### config.mk
export PLATFORM = sky130hd
export DESIGN_NAME = id_allocator_with_refcount
export DESIGN_NICKNAME = d
export VERILOG_FILES = /design/src/rtl/core/idal_pkg.sv /design/src/rtl/core/idal_scan.sv /design/src/rtl/core/idal_mem.sv /design/src/rtl/core/id_allocator_with_refcount.sv
export SDC_FILE = /design/constraint.sdc
export NUM_CORES = 2
export LEC_CHECK = 0
export BUFFER_PORTS_ARGS = -buffer_cell sky130_fd_sc_hd__buf_2
export CELL_PAD_IN_SITES_DETAIL_PLACEMENT = 1
export CELL_PAD_IN_SITES_GLOBAL_PLACEMENT = 1
export CORE_MARGIN = 1.5
export CORE_UTILIZATION = 56
export DETAILED_ROUTE_END_ITERATION = 7
export PLACE_DENSITY_LB_ADDON = 0.3
export SETUP_SLACK_MARGIN = 0.2
export SYNTH_ARGS = -nofsm -noshare
export SYNTH_HDL_FRONTEND = slang
export SYNTH_HIERARCHICAL = 1
export SYNTH_SLANG_ARGS = --single-unit
### constraint.sdc
create_clock -name aclk -period 9.9 [get_ports aclk]
set_input_delay 0.495 -clock aclk [delete_from_list [all_inputs] [get_ports aclk]]
set_output_delay 0.495 -clock aclk [all_outputs]
set_load 0.05 [all_outputs]
### src/rtl/core/idal_pkg.sv
// shared types and constants for the id allocator
`default_nettype none

package idal_pkg;

    localparam int TABLE_DEPTH_DEF = 64;
    localparam int FIRST_ID_DEF    = 2;
    localparam int COUNT_BITS_DEF  = 8;

    localparam int OP_W     = 3;
    localparam int ID_W     = 6;
    localparam int OWNER_W  = 16;
    localparam int EXIT_W   = 32;
    localparam int STATUS_W = 3;

    typedef enum logic [OP_W-1:0] {
        OP_ALLOC    = 3'd0,
        OP_HOLD     = 3'd1,
        OP_RELEASE  = 3'd2,
        OP_LOOKUP   = 3'd3,
        OP_SET_EXIT = 3'd4,
        OP_WAIT     = 3'd5
    } opcode_t;

    typedef enum logic [STATUS_W-1:0] {
        STAT_OK       = 3'd0,
        STAT_FULL     = 3'd1,
        STAT_NO_ID    = 3'd2,
        STAT_NOT_EXIT = 3'd3,
        STAT_SAT      = 3'd4
    } status_t;

    typedef struct packed {
        logic [OP_W-1:0]          opcode;
        logic [ID_W-1:0]          entry_id;
        logic [OWNER_W-1:0]       owner_in;
        logic signed [EXIT_W-1:0] exit_in;
    } in_item_t;

    typedef struct packed {
        logic [STATUS_W-1:0]      status;
        logic [ID_W-1:0]          id_out;
        logic [OWNER_W-1:0]       owner_out;
        logic signed [EXIT_W-1:0] exit_out;
        logic                     freed;
    } out_item_t;

    // scanner report to the sequencer
    typedef struct packed {
        logic            done;
        logic            found;
        logic [ID_W-1:0] id;
    } scan_res_t;

endpackage

`default_nettype wire

### src/rtl/core/idal_scan.sv
// free-slot scanner: steps one id per cycle from the first usable id
`default_nettype none

module idal_scan #(
    parameter int ID_LIMIT = 64,
    parameter int FIRST_ID = 2
) (
    input  wire logic                              aclk,
    input  wire logic                              aresetn,
    input  wire logic                              start,
    input  wire logic [(1 << $clog2(ID_LIMIT))-1:0] in_use,
    output idal_pkg::scan_res_t                    result
);

    localparam int IDX_W = $clog2(ID_LIMIT);
    localparam int CNT_W = idal_pkg::ID_W + 1;
    localparam logic [CNT_W-1:0] LIMIT_C = CNT_W'(ID_LIMIT);
    localparam logic [CNT_W-1:0] FIRST_C = CNT_W'(FIRST_ID);

    logic [CNT_W-1:0] cnt_reg, cnt_next;
    logic             busy_reg, busy_next;
    logic             at_end;
    logic             free_hit;

    assign at_end   = (cnt_reg >= LIMIT_C);
    assign free_hit = !in_use[cnt_reg[IDX_W-1:0]];

    always_comb begin
        result.done  = busy_reg && (at_end || free_hit);
        result.found = busy_reg && !at_end && free_hit;
        result.id    = cnt_reg[idal_pkg::ID_W-1:0];
    end

    always_comb begin
        cnt_next  = cnt_reg;
        busy_next = busy_reg;
        if (start) begin
            cnt_next  = FIRST_C;
            busy_next = 1'b1;
        end else if (busy_reg) begin
            if (at_end || free_hit) begin
                busy_next = 1'b0;
            end else begin
                cnt_next = cnt_reg + CNT_W'(1);
            end
        end
    end

    always_ff @(posedge aclk) begin
        if (!aresetn) begin
            busy_reg <= 1'b0;
            cnt_reg  <= FIRST_C;
        end else begin
            busy_reg <= busy_next;
            cnt_reg  <= cnt_next;
        end
    end

endmodule

`default_nettype wire

### src/rtl/core/idal_mem.sv
// per-entry store: count, exit flag, exit code, owner tag
`default_nettype none

module idal_mem #(
    parameter int IDX_W      = 6,
    parameter int COUNT_BITS = 8
) (
    input  wire logic                                aclk,
    input  wire logic                                rd_en,
    input  wire logic [IDX_W-1:0]                    rd_addr,
    output logic      [COUNT_BITS-1:0]               rd_count,
    output logic                                     rd_exited,
    output logic      [idal_pkg::EXIT_W-1:0]         rd_exit,
    output logic      [idal_pkg::OWNER_W-1:0]        rd_owner,
    input  wire logic                                wr_en,
    input  wire logic [IDX_W-1:0]                    wr_addr,
    input  wire logic [COUNT_BITS-1:0]               wr_count,
    input  wire logic                                wr_exited,
    input  wire logic [idal_pkg::EXIT_W-1:0]         wr_exit,
    input  wire logic [idal_pkg::OWNER_W-1:0]        wr_owner
);

    localparam int SLOTS = 1 << IDX_W;

    logic [COUNT_BITS-1:0]        count_mem [SLOTS];
    logic                         exited_mem[SLOTS];
    logic [idal_pkg::EXIT_W-1:0]  exit_mem  [SLOTS];
    logic [idal_pkg::OWNER_W-1:0] owner_mem [SLOTS];

    always_ff @(posedge aclk) begin
        if (wr_en) begin
            count_mem[wr_addr]  <= wr_count;
            exited_mem[wr_addr] <= wr_exited;
            exit_mem[wr_addr]   <= wr_exit;
            owner_mem[wr_addr]  <= wr_owner;
        end
    end

    always_ff @(posedge aclk) begin
        if (rd_en) begin
            rd_count  <= count_mem[rd_addr];
            rd_exited <= exited_mem[rd_addr];
            rd_exit   <= exit_mem[rd_addr];
            rd_owner  <= owner_mem[rd_addr];
        end
    end

endmodule

`default_nettype wire

### src/rtl/core/id_allocator_with_refcount.sv
// top level: id allocator with reference counts, sequencer and result register
// other ops: hold, release, lookup, set exit, wait and unused opcodes go to the exec state, which
//   registers the result, later while a result is held back; no new item is taken before that
// alloc: one id tested per scan cycle from FIRST_ID until a free id or the table end, then the
//   exec state registers the result, a full status if none; the next item is taken after that
// reset: synchronous active low, clears the in-use bits and the control; the entry store is not
//   reset and is read for every item, but its data is used only for in-use ids, which an alloc writes
`default_nettype none

module id_allocator_with_refcount #(
    parameter int TABLE_DEPTH = idal_pkg::TABLE_DEPTH_DEF,
    parameter int FIRST_ID    = idal_pkg::FIRST_ID_DEF,
    parameter int COUNT_BITS  = idal_pkg::COUNT_BITS_DEF
) (
    input  wire logic                aclk,
    input  wire logic                aresetn,
    input  wire logic                s_valid,
    output logic                     s_ready,
    input  wire idal_pkg::in_item_t  s_data,
    output logic                     m_valid,
    input  wire logic                m_ready,
    output idal_pkg::out_item_t      m_data
);

    // only ids that the 6-bit entry id can reach are kept
    localparam int ID_W     = idal_pkg::ID_W;
    localparam int ID_LIMIT = (TABLE_DEPTH < (1 << ID_W)) ? TABLE_DEPTH : (1 << ID_W);
    localparam int IDX_W    = $clog2(ID_LIMIT);
    localparam int SLOTS    = 1 << IDX_W;
    localparam logic [ID_W:0] LIMIT_C = (ID_W + 1)'(ID_LIMIT);
    localparam logic [ID_W:0] FIRST_C = (ID_W + 1)'(FIRST_ID);

    typedef enum logic [2:0] {
        ST_IDLE = 3'b001,
        ST_SCAN = 3'b010,
        ST_EXEC = 3'b100
    } state_t;

    state_t state_reg, state_next;

    // latched item
    logic [idal_pkg::OP_W-1:0]    op_reg;
    logic [ID_W-1:0]              id_reg;
    logic [idal_pkg::OWNER_W-1:0] owner_reg;
    logic [idal_pkg::EXIT_W-1:0]  exit_reg;

    // alloc outcome from the scanner
    logic            found_reg, found_next;
    logic [ID_W-1:0] alloc_id_reg, alloc_id_next;

    logic [SLOTS-1:0] in_use_reg, in_use_next;

    logic                m_valid_reg, m_valid_next;
    idal_pkg::out_item_t m_data_reg, m_data_next;

    logic accept;
    logic exec_fire;
    logic live;

    idal_pkg::scan_res_t scan_res;

    // entry store ports
    logic [COUNT_BITS-1:0]        rd_count;
    logic                         rd_exited;
    logic [idal_pkg::EXIT_W-1:0]  rd_exit;
    logic [idal_pkg::OWNER_W-1:0] rd_owner;
    logic                         wr_en;
    logic [IDX_W-1:0]             wr_addr;
    logic [COUNT_BITS-1:0]        wr_count;
    logic                         wr_exited;
    logic [idal_pkg::EXIT_W-1:0]  wr_exit;
    logic [idal_pkg::OWNER_W-1:0] wr_owner;

    // shared count unit: one adder for both raise and lower
    logic                  count_dec;
    logic [COUNT_BITS-1:0] count_sum;
    logic                  count_sat;
    logic                  count_low;

    assign s_ready   = (state_reg == ST_IDLE);
    assign accept    = s_valid && s_ready;
    assign exec_fire = (state_reg == ST_EXEC) && (!m_valid_reg || m_ready);
    assign m_valid   = m_valid_reg;
    assign m_data    = m_data_reg;

    assign count_dec = (op_reg == idal_pkg::OP_RELEASE);
    assign count_sum = rd_count + (count_dec ? {COUNT_BITS{1'b1}} : COUNT_BITS'(1));
    assign count_sat = (rd_count == {COUNT_BITS{1'b1}});
    assign count_low = (rd_count <= COUNT_BITS'(1));

    // range check and in-use test of the addressed id
    assign live = ({1'b0, id_reg} >= FIRST_C) && ({1'b0, id_reg} < LIMIT_C)
                  && in_use_reg[id_reg[IDX_W-1:0]];

    idal_scan #(
        .ID_LIMIT (ID_LIMIT),
        .FIRST_ID (FIRST_ID)
    ) u_scan (
        .aclk    (aclk),
        .aresetn (aresetn),
        .start   (accept && (s_data.opcode == idal_pkg::OP_ALLOC)),
        .in_use  (in_use_reg),
        .result  (scan_res)
    );

    // entry read is issued on the accepting edge, data ready in the exec cycle
    idal_mem #(
        .IDX_W      (IDX_W),
        .COUNT_BITS (COUNT_BITS)
    ) u_mem (
        .aclk      (aclk),
        .rd_en     (accept),
        .rd_addr   (s_data.entry_id[IDX_W-1:0]),
        .rd_count  (rd_count),
        .rd_exited (rd_exited),
        .rd_exit   (rd_exit),
        .rd_owner  (rd_owner),
        .wr_en     (wr_en),
        .wr_addr   (wr_addr),
        .wr_count  (wr_count),
        .wr_exited (wr_exited),
        .wr_exit   (wr_exit),
        .wr_owner  (wr_owner)
    );

    // sequencer
    always_comb begin
        state_next    = state_reg;
        found_next    = found_reg;
        alloc_id_next = alloc_id_reg;
        case (state_reg)
            ST_IDLE: begin
                if (accept) begin
                    if (s_data.opcode == idal_pkg::OP_ALLOC) begin
                        state_next = ST_SCAN;
                    end else begin
                        state_next = ST_EXEC;
                    end
                end
            end
            ST_SCAN: begin
                if (scan_res.done) begin
                    found_next    = scan_res.found;
                    alloc_id_next = scan_res.id;
                    state_next    = ST_EXEC;
                end
            end
            ST_EXEC: begin
                if (exec_fire) begin
                    state_next = ST_IDLE;
                end
            end
            default: begin
                state_next = ST_IDLE;
            end
        endcase
    end

    // read-modify-write of the entry and the result item
    always_comb begin
        in_use_next = in_use_reg;
        wr_en       = 1'b0;
        wr_addr     = id_reg[IDX_W-1:0];
        wr_count    = rd_count;
        wr_exited   = rd_exited;
        wr_exit     = rd_exit;
        wr_owner    = rd_owner;

        m_data_next.status    = idal_pkg::STAT_OK;
        m_data_next.id_out    = id_reg;
        m_data_next.owner_out = '0;
        m_data_next.exit_out  = '0;
        m_data_next.freed     = 1'b0;

        case (op_reg)
            idal_pkg::OP_ALLOC: begin
                wr_addr   = alloc_id_reg[IDX_W-1:0];
                wr_count  = COUNT_BITS'(1);
                wr_exited = 1'b0;
                wr_exit   = '0;
                wr_owner  = owner_reg;
                if (found_reg) begin
                    wr_en                                    = exec_fire;
                    in_use_next[alloc_id_reg[IDX_W-1:0]]     = 1'b1;
                    m_data_next.id_out                       = alloc_id_reg;
                end else begin
                    m_data_next.status = idal_pkg::STAT_FULL;
                    m_data_next.id_out = '0;
                end
            end
            idal_pkg::OP_HOLD, idal_pkg::OP_LOOKUP: begin
                wr_count = count_sum;
                if (!live) begin
                    m_data_next.status = idal_pkg::STAT_NO_ID;
                end else if (count_sat) begin
                    m_data_next.status = idal_pkg::STAT_SAT;
                end else begin
                    wr_en = exec_fire;
                    if (op_reg == idal_pkg::OP_LOOKUP) begin
                        m_data_next.owner_out = rd_owner;
                    end
                end
            end
            idal_pkg::OP_RELEASE: begin
                wr_count = count_low ? '0 : count_sum;
                if (!live) begin
                    m_data_next.status = idal_pkg::STAT_NO_ID;
                end else begin
                    wr_en = exec_fire;
                    if (count_low) begin
                        in_use_next[id_reg[IDX_W-1:0]] = 1'b0;
                        m_data_next.freed              = 1'b1;
                    end
                end
            end
            idal_pkg::OP_SET_EXIT: begin
                wr_exited = 1'b1;
                wr_exit   = exit_reg;
                wr_owner  = '0;
                if (!live) begin
                    m_data_next.status = idal_pkg::STAT_NO_ID;
                end else begin
                    wr_en = exec_fire;
                end
            end
            idal_pkg::OP_WAIT: begin
                if (!live) begin
                    m_data_next.status = idal_pkg::STAT_NO_ID;
                end else if (rd_exited) begin
                    m_data_next.exit_out = rd_exit;
                end else begin
                    m_data_next.status = idal_pkg::STAT_NOT_EXIT;
                end
            end
            default: begin
                // unused opcodes: plain ok echo of the id
            end
        endcase

        if (!exec_fire) begin
            in_use_next = in_use_reg;
        end
    end

    // output register
    always_comb begin
        if (exec_fire) begin
            m_valid_next = 1'b1;
        end else if (m_ready) begin
            m_valid_next = 1'b0;
        end else begin
            m_valid_next = m_valid_reg;
        end
    end

    always_ff @(posedge aclk) begin
        if (!aresetn) begin
            state_reg   <= ST_IDLE;
            in_use_reg  <= '0;
            m_valid_reg <= 1'b0;
            found_reg   <= 1'b0;
        end else begin
            state_reg   <= state_next;
            in_use_reg  <= in_use_next;
            m_valid_reg <= m_valid_next;
            found_reg   <= found_next;
        end
    end

    // payload registers
    always_ff @(posedge aclk) begin
        alloc_id_reg <= alloc_id_next;
        if (accept) begin
            op_reg    <= s_data.opcode;
            id_reg    <= s_data.entry_id;
            owner_reg <= s_data.owner_in;
            exit_reg  <= s_data.exit_in;
        end
        if (exec_fire) begin
            m_data_reg <= m_data_next;
        end
    end

    // an alloc item always goes through the scanner
    a_alloc_scans: assert property (@(posedge aclk) disable iff (!aresetn)
        accept && (s_data.opcode == idal_pkg::OP_ALLOC) |=> state_reg == ST_SCAN)
        else $error("alloc item did not enter the scan");

    // the scanner only reports while an alloc is being searched
    a_scan_quiet: assert property (@(posedge aclk) disable iff (!aresetn)
        (state_reg == ST_IDLE) |-> !scan_res.done)
        else $error("scanner reported while idle");

    // a granted id was free when it was claimed
    a_grant_free: assert property (@(posedge aclk) disable iff (!aresetn)
        exec_fire && (op_reg == idal_pkg::OP_ALLOC) && found_reg
        |-> !in_use_reg[alloc_id_reg[IDX_W-1:0]])
        else $error("alloc claimed an id already in use");

    // freeing only happens on a successful release
    a_freed_ok: assert property (@(posedge aclk) disable iff (!aresetn)
        m_valid && m_data.freed |-> m_data.status == idal_pkg::STAT_OK)
        else $error("freed flag on a failed item");

endmodule

`default_nettype wire
==> results by group <==
Outcome
  • Status: finished with violations
  • Violated checks: design-rule violations

Yosys
  • Synth Flop Type: edfxtp_1
  • Mapped Cells: approximately 7k
  • Mapped cell area: ~150,000 um^2
  • Async set-reset flop share out of synthesis: 0%
  • Post-synth EDFFs: 3,826
  • Synth area leaders: edfxtp_1 77%, mux4_2 14%, dfxtp_1 1.0%
  • Ys Warns: 6
  • Most frequent cell after synthesis: edfxtp_1
  • Post-synthesis sequential area ratio: 78.0%
  • Distinct cells, synth: 74
  • Net Count, Synth: between 6k and 7k
  • Top post-synthesis cells by count: 3,826 x edfxtp_1, 905 x mux4_2, 234 x nor2_1
  • Leading area contributor after synthesis: edfxtp_1
  • Synth top area share: between 70% and 80%
  • #FFs+latches synth: between 3k and 4k
  • Syn Area/Cell: 21.8 um^2

Floorplan
  • Initial Utilization: 56.3%
  • IO Count: 121
  • Area of the core: between 200,000 and 300,000 um^2
  • Die W: between 500 and 600 um
  • DIE AREA: approximately 270,000 um^2
  • Die Y: 519 um
  • Rows: roughly 190

Route
  • TritonRoute pass-1 iters: 8
  • First DRT Iteration DRCs: 12.8k
  • Routed len/inst: 40.8 um
  • DR DRC count: 14
  • Post-DRT Antenna Nets: 0
  • Drt total wl: 452,000 um
  • DR vias/cell: just over 7
  • Via Count: between 70k and 80k

Critical path
  • Max incr delay on CP: approximately 1.2 ns
  • Worst-path cell chain: clkinv_1, mux2i_1, or4_1, nand4_1, nor3_2, or2_2, o31ai_1, and3_1, nor2b_1, nand2_1, nor2_4, buf_4
  • CP Launch Type: flip-flop
  • CP Class: reg2reg
  • CP Capture Type: flip-flop
  • Worst path slowest cell: nor2_4
  • WP data required: between 10 and 15 ns
  • Critical path arrival: about 7.5 ns
  • Crit-path max FO: 30

Clock tree
  • Root buf cell: clkbuf_16
  • TritonCTS clock tree: built
  • CTS clock-pin slew for the worst setup and hold paths: around 0.06 ns
  • H-tree levels: 5
  • Clk buf depth: 4
  • Post-CTS resize count: 0
  • Clock Sinks: 3,903
  • CTS buffer count: 388
  • Worst-skew pair later-pin latency: around 0.94 ns

STA
  • Max Fclk: approximately 140 MHz
  • Final worst slack: 2.94 ns
  • Worst Skew: approximately 0.077 ns
  • Post-route minimum period: 6.96 ns
  • Max_slew headroom: slightly above 3%
  • Unrepaired setup endpoints after global routing: no
  • Worst Tran Pin Value: ~1.4 ns
  • Tcrit/Tclk final: a little over two thirds
  • Setup violations, final: 0
  • Slew Limit Fails: 0
  • Setup_tns: 0 ns
  • Final Hold Viols: 0

Final layout
  • Final nets: 7,287
  • Fraction of layout cells with a size suffix above 1: 26.6%
  • Max reg flops: between 2k and 2.5k
  • Synthesis-to-finish area growth: 12.5%
  • Utilization after layout: a little under two thirds
  • Most flop-heavy register: u_mem/exit_mem
  • Regs by FF count: u_mem/exit_mem x2048, u_mem/owner_mem x1024, u_mem/count_mem x512

GRT
  • Largest net degree at the start of global routing: between 100 and 150
  • Vias in the first global route: 79.7k
  • Total congestion overflow: 0
  • First-pass GRT wire length: around 630,000 um
  • GRT Util Overall: between 30% and 40%
  • Antenna violations before repair: 43

Power and ir drop
  • Switching part of the total: between 20% and 30%
  • Register share of total power: 52.5%
  • Max rail drop VDD: 0.168 mV
  • Combinational share of power: 7.1%
  • Internal cell power: ~27 mW
  • PwrDens: about 210 nW/um^2
  • Leak: about 53 nW
  • Switching power: slightly above 8 mW
  • Clock power frac: approximately two fifths

Placement
  • Pre-CTS setup slack: between 3 and 4 ns
  • DP Wirelength: roughly 260,000 um
  • Final GP Congestion: 0.880
  • Port Buffers: 120

Min path
  • Worst Hold Class: in2reg

Job
  • Max Cap Violations: 0
## stage by stage
stage / hold WS, ns / power (mW) / instance area [um^2] / instances
floorplan: 0.439 / 20.3 / 149000 / 6837
global placement: 0.425 / 21.4 / 155000 / 10306
detailed placement: 0.459 / 21.5 / 155000 / 10306
CTS: 0.0536 / 35.7 / 168000 / 11056
global route: 0.0936 / 36.3 / 168000 / 11058
finish: 0.110 / 35.7 / 168000 / 11063
## timing repair
action,CTS,global route
hold buffers,53,0
setup buffers,0,0
endpoints found under the hold margin,53,0
## cells in the final DEF, fill, tap and decap left out, drive strengths merged, types with 7 or more instances in the layout
cell,instances
nand2,233
nor2b,24
a31oi,21
a21oi,134
nor2,234
a22oi,202
nand4,11
o21ai,60
a311oi,32
nand2b,20
mux2,8
and2,60
bufinv,35
o21a,7
buf,332
clkinv,183
mux2i,64
edfxtp,3826
nor3,45
nand3,30
o22ai,116
clkinvlp,14
o221a,62
nand3b,19
ha,8
dlygate4sd3,53
dfxtp,77
a221oi,15
clkbuf,455
a22o,67
mux4,915
inv,28
or4,10
o221ai,49
or3b,10
## power groups by stage
stage	clock, mW	sequential, mW	combinational, mW
global route	15.0	18.7	2.58
global placement	0	19.1	2.32
CTS	14.5	18.7	2.48
detailed placement	0	19.1	2.45
finish	14.4	18.7	2.54
floorplan	0	19.1	1.20
## path summary, 6_finish.rpt
path	startpoint	endpoint	slack, ns	cells past startpoint
setup reg to reg	id_reg[2]	u_mem/exit_mem[18][7]	2.94	12
setup / recovery	id_reg[2]	u_mem/exit_mem[18][7]	2.94	12
hold reg to reg	u_scan/cnt_reg[5]	alloc_id_reg[5]	0.46	0
hold / removal	s_valid	state_reg[0]	0.11	4
## cell type report
cell class | count | area (um^2)
flip-flops and latches | 3903 | 116000
fillers | 21137 | 97100
multi-input cells | 2521 | 31900
clock buffers | 455 | 10000
well taps | 3533 | 4420
repair buffers | 385 | 2940
clock inverters | 242 | 2150
inverters | 18 | 70.1
diodes | 6 | 15.0
## critical path: cells and delay by family, from the launching register on
kind	cells	cell delay (ns)
DFF	1	0.92
muxes	1	0.26
buffers and inverters	2	1.29
and+or+nand+nor	8	3.82
AOI/OAI and AO/OA	1	0.26
## routing by layer
layer	track usage (%)	vias up	routed length (um)
li1	-	29790	-
met1	47.3	42026	162000
met2	51.4	6106	211000
met3	6.70	914	54500
met4	15.5	22	23700
met5	0	-	151
## logic make-up after synthesis
kind of cell,after synthesis,synth area share [%]
AOI/OAI and AO/OA,796,3.89
xor gates and xnor gates,5,0.0293
adders and majority gates,9,0.0805
buffers and inverters,413,1.42
DFF,3903,78.0
muxes,987,14.3
and+or+nand+nor,724,2.27
Note: power is estimated with default switching activity, not from simulation.
